[config.mk]
export PLATFORM = sky130hd
export DESIGN_NAME = brff_ctrl
export DESIGN_NICKNAME = d
export VERILOG_FILES = /design/src/rtl/brff_pkg.sv /design/src/rtl/brff_ctrl.sv
export SDC_FILE = /design/constraint.sdc
export NUM_CORES = 1
export LEC_CHECK = 0
export BUFFER_PORTS_ARGS = -buffer_cell sky130_fd_sc_hd__buf_2
export CORE_AREA = 4 4 41 43
export DETAILED_ROUTE_END_ITERATION = 10
export DIE_AREA = 0 0 45 47
export PLACE_DENSITY_LB_ADDON = 0.2
export SKIP_CTS_REPAIR_TIMING = 1
export SLEW_MARGIN = 20
export SYNTH_ARGS = -nofsm -noshare
export SYNTH_HDL_FRONTEND = slang
export SYNTH_SLANG_ARGS = --single-unit
[constraint.sdc]
create_clock -name clock -period 1.25 [get_ports clock]
set_clock_uncertainty 0.15 [all_clocks]
set_input_delay 0.25 -clock clock [delete_from_list [all_inputs] [get_ports clock]]
set_output_delay 0.25 -clock clock [all_outputs]
set_load 0.02 [all_outputs]
[src/rtl/brff_pkg.sv]
`default_nettype none
// ----------------------------------------------------------------------------
// brff_pkg
// Shared types and codes for the rectangle first-fit placer: request
// opcodes and the command and status groups between controller and datapath.
// ----------------------------------------------------------------------------
package brff_pkg;

   localparam logic OP_PLACE = 1'b0;
   localparam logic OP_CLEAR = 1'b1;

   typedef struct packed {
      logic accept;
      logic start_read;
      logic read_en;
      logic win_init;
      logic win_step;
      logic find_commit;
      logic start_mark;
      logic emit;
   } cmd_type;

   typedef struct packed {
      logic req_clear;
      logic bad_req;
      logic row_out;
      logic acc_done;
      logic steps_done;
      logic found;
   } sts_type;

endpackage
`default_nettype wire

[src/rtl/brff_ctrl.sv]
`default_nettype none
// ----------------------------------------------------------------------------
// brff_ctrl
// Sequencer for the placer: walks each request through row gathering,
// window search, marking and result hand-off, and owns the result valid.
// ----------------------------------------------------------------------------
module brff_ctrl
   import brff_pkg::*;
(
   input  wire     clock,
   input  wire     reset,
   input  wire     req_valid,
   output logic    req_ready,
   output logic    rsp_valid,
   input  wire     rsp_ready,
   input  sts_type sts,
   output cmd_type cmd
);

   typedef enum logic [2:0] {
      S_IDLE,
      S_ROW,
      S_READ,
      S_WIN,
      S_FIND,
      S_MARK,
      S_RESULT
   } state_type;

   state_type state_ff, state_in;
   logic      rsp_valid_ff, rsp_valid_in;

   assign req_ready = (state_ff == S_IDLE);
   assign rsp_valid = rsp_valid_ff;

   always_comb begin
      cmd      = '0;
      state_in = state_ff;
      case (state_ff)
         S_IDLE: begin
            if (req_valid) begin
               cmd.accept = 1'b1;
               state_in   = sts.req_clear ? S_RESULT : S_ROW;
            end
         end
         S_ROW: begin
            if (sts.bad_req || sts.row_out) begin
               state_in = S_RESULT;
            end else begin
               cmd.start_read = 1'b1;
               state_in       = S_READ;
            end
         end
         S_READ: begin
            cmd.read_en = 1'b1;
            if (sts.acc_done) begin
               cmd.win_init = 1'b1;
               state_in     = S_WIN;
            end
         end
         S_WIN: begin
            cmd.win_step = 1'b1;
            if (sts.steps_done) begin
               state_in = S_FIND;
            end
         end
         S_FIND: begin
            cmd.find_commit = 1'b1;
            if (sts.found) begin
               cmd.start_mark = 1'b1;
               state_in       = S_MARK;
            end else begin
               state_in = S_ROW;
            end
         end
         S_MARK: begin
            cmd.read_en = 1'b1;
            if (sts.acc_done) begin
               state_in = S_RESULT;
            end
         end
         S_RESULT: begin
            if (!rsp_valid_ff || rsp_ready) begin
               cmd.emit = 1'b1;
               state_in = S_IDLE;
            end
         end
         default: begin
            state_in = S_IDLE;
         end
      endcase
   end

   always_comb begin
      if (cmd.emit) begin
         rsp_valid_in = 1'b1;
      end else if (rsp_ready) begin
         rsp_valid_in = 1'b0;
      end else begin
         rsp_valid_in = rsp_valid_ff;
      end
   end

   always_ff @(posedge clock) begin
      if (reset) begin
         state_ff     <= S_IDLE;
         rsp_valid_ff <= 1'b0;
      end else begin
         state_ff     <= state_in;
         rsp_valid_ff <= rsp_valid_in;
      end
   end

   a_emit_only_when_free: assert property (@(posedge clock) disable iff (reset)
      cmd.emit |-> (!rsp_valid_ff || rsp_ready))
      else $error("result overwritten while held");

   a_emit_shows_result: assert property (@(posedge clock) disable iff (reset)
      cmd.emit |=> rsp_valid_ff)
      else $error("result not presented after emit");

   a_no_accept_while_busy: assert property (@(posedge clock) disable iff (reset)
      (state_ff == S_MARK) |=> !cmd.accept)
      else $error("request taken during marking");

endmodule
`default_nettype wire

==> impl_metrics.env <==
export IMPL_numPortBuffers=19
export IMPL_worst_path_max_delay_cell="dfxtp_4"
export IMPL_violations="setup timing"
export IMPL_ys_top_cells_by_area="dfxtp_1 21%, nand2b_1 6.6%, a211oi_1 5.9%, buf_4 5.9%, a21oi_1 5.2%"
export IMPL_ys_top_cells_by_count="4 x a21oi_1, 4 x dfxtp_1, 4 x nand2b_1, 4 x nor2_1"
export IMPL_critPathMaxFanout=6
export IMPL_antenna_found_initial=0
export IMPL_start_kind="flop"
export IMPL_drv_slew=0
export IMPL_slew_headroom_pct=83.3
export IMPL_async_flop_share_pct=0
export IMPL_synth_top_family_by_area="simple AND/OR/NAND/NOR gates"
export IMPL_die_w_um=45
export IMPL_status="complete, but fails checks"
export IMPL_critical_path_cell_chain="buf_6 > nor3_4 > and2_4 > buf_6"
export IMPL_clk_insertion_delay_late_ns=0.23
export IMPL_gr_usage_all_layers_pct=11.3
export IMPL_p_leak_nw=0.331
export IMPL_crit_family="flip-flops"
export IMPL_htree_levels=1
export IMPL_postRouteWirelength_um=1230
export IMPL_vias=497
export IMPL_cts_buffers=3
export IMPL_syn_to_final_growth_pct=90.5
export IMPL_timing_fmax_ghz=0.628
export IMPL_min_path_type="input port to flop"
export IMPL_tritoncts="yes"
export IMPL_ant_nets=0
export IMPL_route_detailed_drc=0
export IMPL_yosys_area_share_simple_pct=38.4
export IMPL_path_clk_slew_ns=0.04
export IMPL_avgSynthCellArea_um2=7.63
export IMPL_cts_sinks=4
export IMPL_synth_edff_count=0
export IMPL_tightest_slew_ns=0.248
export IMPL_synth_compound_area_share_pct=27.9
export IMPL_routedWlPerCell_um=12.7
export IMPL_synth_top_area_share_pct=21.0
export IMPL_synth_cells=50
export IMPL_grt_overflow_total=0
export IMPL_p_per_area_nw_per_um2=1840
export IMPL_drt_iter0_drc=4
export IMPL_min_period_over_period_pct=127
export IMPL_dieArea_um2=2120
export IMPL_yosys_warnings=0
export IMPL_routabilityCongestion=0.752
export IMPL_end_kind="primary output"
export IMPL_yosys_area_share_adder_pct=0
export IMPL_setup_violations_final=12
export IMPL_vias_per_cell=5.12
export IMPL_rows=13
export IMPL_finalPower_w=0.00134
export IMPL_grt_pass1_vias=413
export IMPL_synth_area_um2=382
export IMPL_clockBufferDepth=2
export IMPL_yosys_area_top_type="dfxtp_1"
export IMPL_netlist_cell_type_count=27
export IMPL_root_buffer="clkbuf_4"
export IMPL_pin_count=20
export IMPL_core_um2=1300
export IMPL_max_vdd_ir_drop_v=0.000837
export IMPL_grt_pass1_wl_um=1720
export IMPL_cp_common_cell="buf_6"
export IMPL_place_area_um2=569
export IMPL_cp_num_buf_inv=2
export IMPL_critical_path_class="flop to primary output"
export IMPL_grt_start_max_net_pins=20
export IMPL_drv_cap=0
export IMPL_synthMuxAreaShare_pct=2.62
export IMPL_yosys_area_share_xor_xnor_pct=0
export IMPL_yosys_most_used_dff="dfxtp_1"
export IMPL_required_ns=0.85
export IMPL_dr_pass1_iters=4
export IMPL_ys_seq_area_share_pct=21.0
export IMPL_drive_gt1_share_pct=62.2
export IMPL_crit_arrival_ns=1.19
export IMPL_finalNetCount=94
export IMPL_max_stage_delay_ns=0.36
export IMPL_initial_core_util_pct=29.3
export IMPL_rsz0062_at_grt="yes"
export IMPL_final_area_um2=727
export IMPL_hold_viol_final=0
export IMPL_dieHeight_um=47
export IMPL_antenna_cells=0
export IMPL_syn_nets=60
export IMPL_period_minus_slack_ns=1.59
export IMPL_ys_ff_latch=4
export IMPL_layout_setup_ws_ns=-0.342
export IMPL_dp_final_hpwl_um=833
## cells in the final DEF, fill, tap and decap left out, drive strengths merged
cell type     netlist  final
nor3b               1      1
a32oi               1      1
or2                 1      1
a221oi              1      1
buf                 5     32
nand2b              4      4
a211oi              3      3
dlymetal6s2s        0      1
nor2b               3      3
a21oi               6      6
nand3b              1      1
or2b                1      1
nor2                4      4
o21bai              1      1
o21ai               1      1
nor3                1      1
clkbuf              0      4
a311o               1      1
and2                2      2
and3                1      1
and3b               1      1
mux2i               1      1
dfxtp               4      4
o22ai               1      1
nor4                3      3
nand2               2      2
## metal layers
metal / vias up / GRT usage, % / part of all wire, %
li1: 251 / - / -
met1: 223 / 14.1 / 45
met2: 21 / 16.7 / 46
met4: 0 / 7.02 / 0.90
met3: 2 / 3.83 / 7.7
met5: - / 0 / 0
## kinds of logic after synthesis
group / after synthesis
multiplexers: 1
buffers and inverters: 5
flip-flops: 4
AND/OR/NAND/NOR: 25
AO/OA/AOI/OAI: 15
## final cells by class
class	instances	area, um^2
tap	15	18.8
clock buffer	3	22.5
sequential	4	91.3
multi-input combinational	41	314
fill	135	574
timing repair buffer	34	280
## metrics by stage
step	setup slack, ns	instances	TNS (ns)	hold WS (ns)	utilization (%)
2_1_floorplan	-0.220	50	-0.470	0.169	-
3_3_place_gp	-0.152	87	-0.850	0.316	43.8
3_5_place_dp	-0.165	87	-0.869	0.314	43.8
4_1_cts	-0.416	90	-3.20	0.0635	45.5
5_1_grt	-0.400	97	-3.56	0.0760	55.9
6_report	-0.342	97	-2.73	0.0828	55.9
## power breakdown
part	internal, W	total [W]	leakage (nW)	switching (W)
clock network	0.000107	0.000157	0.0138	0.0000499
logic	0.000527	0.000954	0.283	0.000427
registers	0.000176	0.000226	0.0348	0.0000495
total	0.000811	0.00134	0.331	0.000526
## registers in the layout, indices dropped and copies added, names as in the netlist
name / count
rsp_valid: 1
state_ff: 3
## path summary, 6_finish.rpt
check	start	end	slack [ns]	depth (start not counted)
worst min register to register	rsp_valid$_SDFFE_PP0P_	rsp_valid$_SDFFE_PP0P_	0.41	2
worst min-delay path	reset	state_ff[0]$_SDFFE_PP0P_	0.08	2
worst max register to register	state_ff[1]$_SDFFE_PP0P_	state_ff[2]$_SDFFE_PP0P_	-0.20	6
worst max-delay path	state_ff[1]$_SDFFE_PP0P_	cmd[7]	-0.34	4
Power figures use the tool's default switching activity.
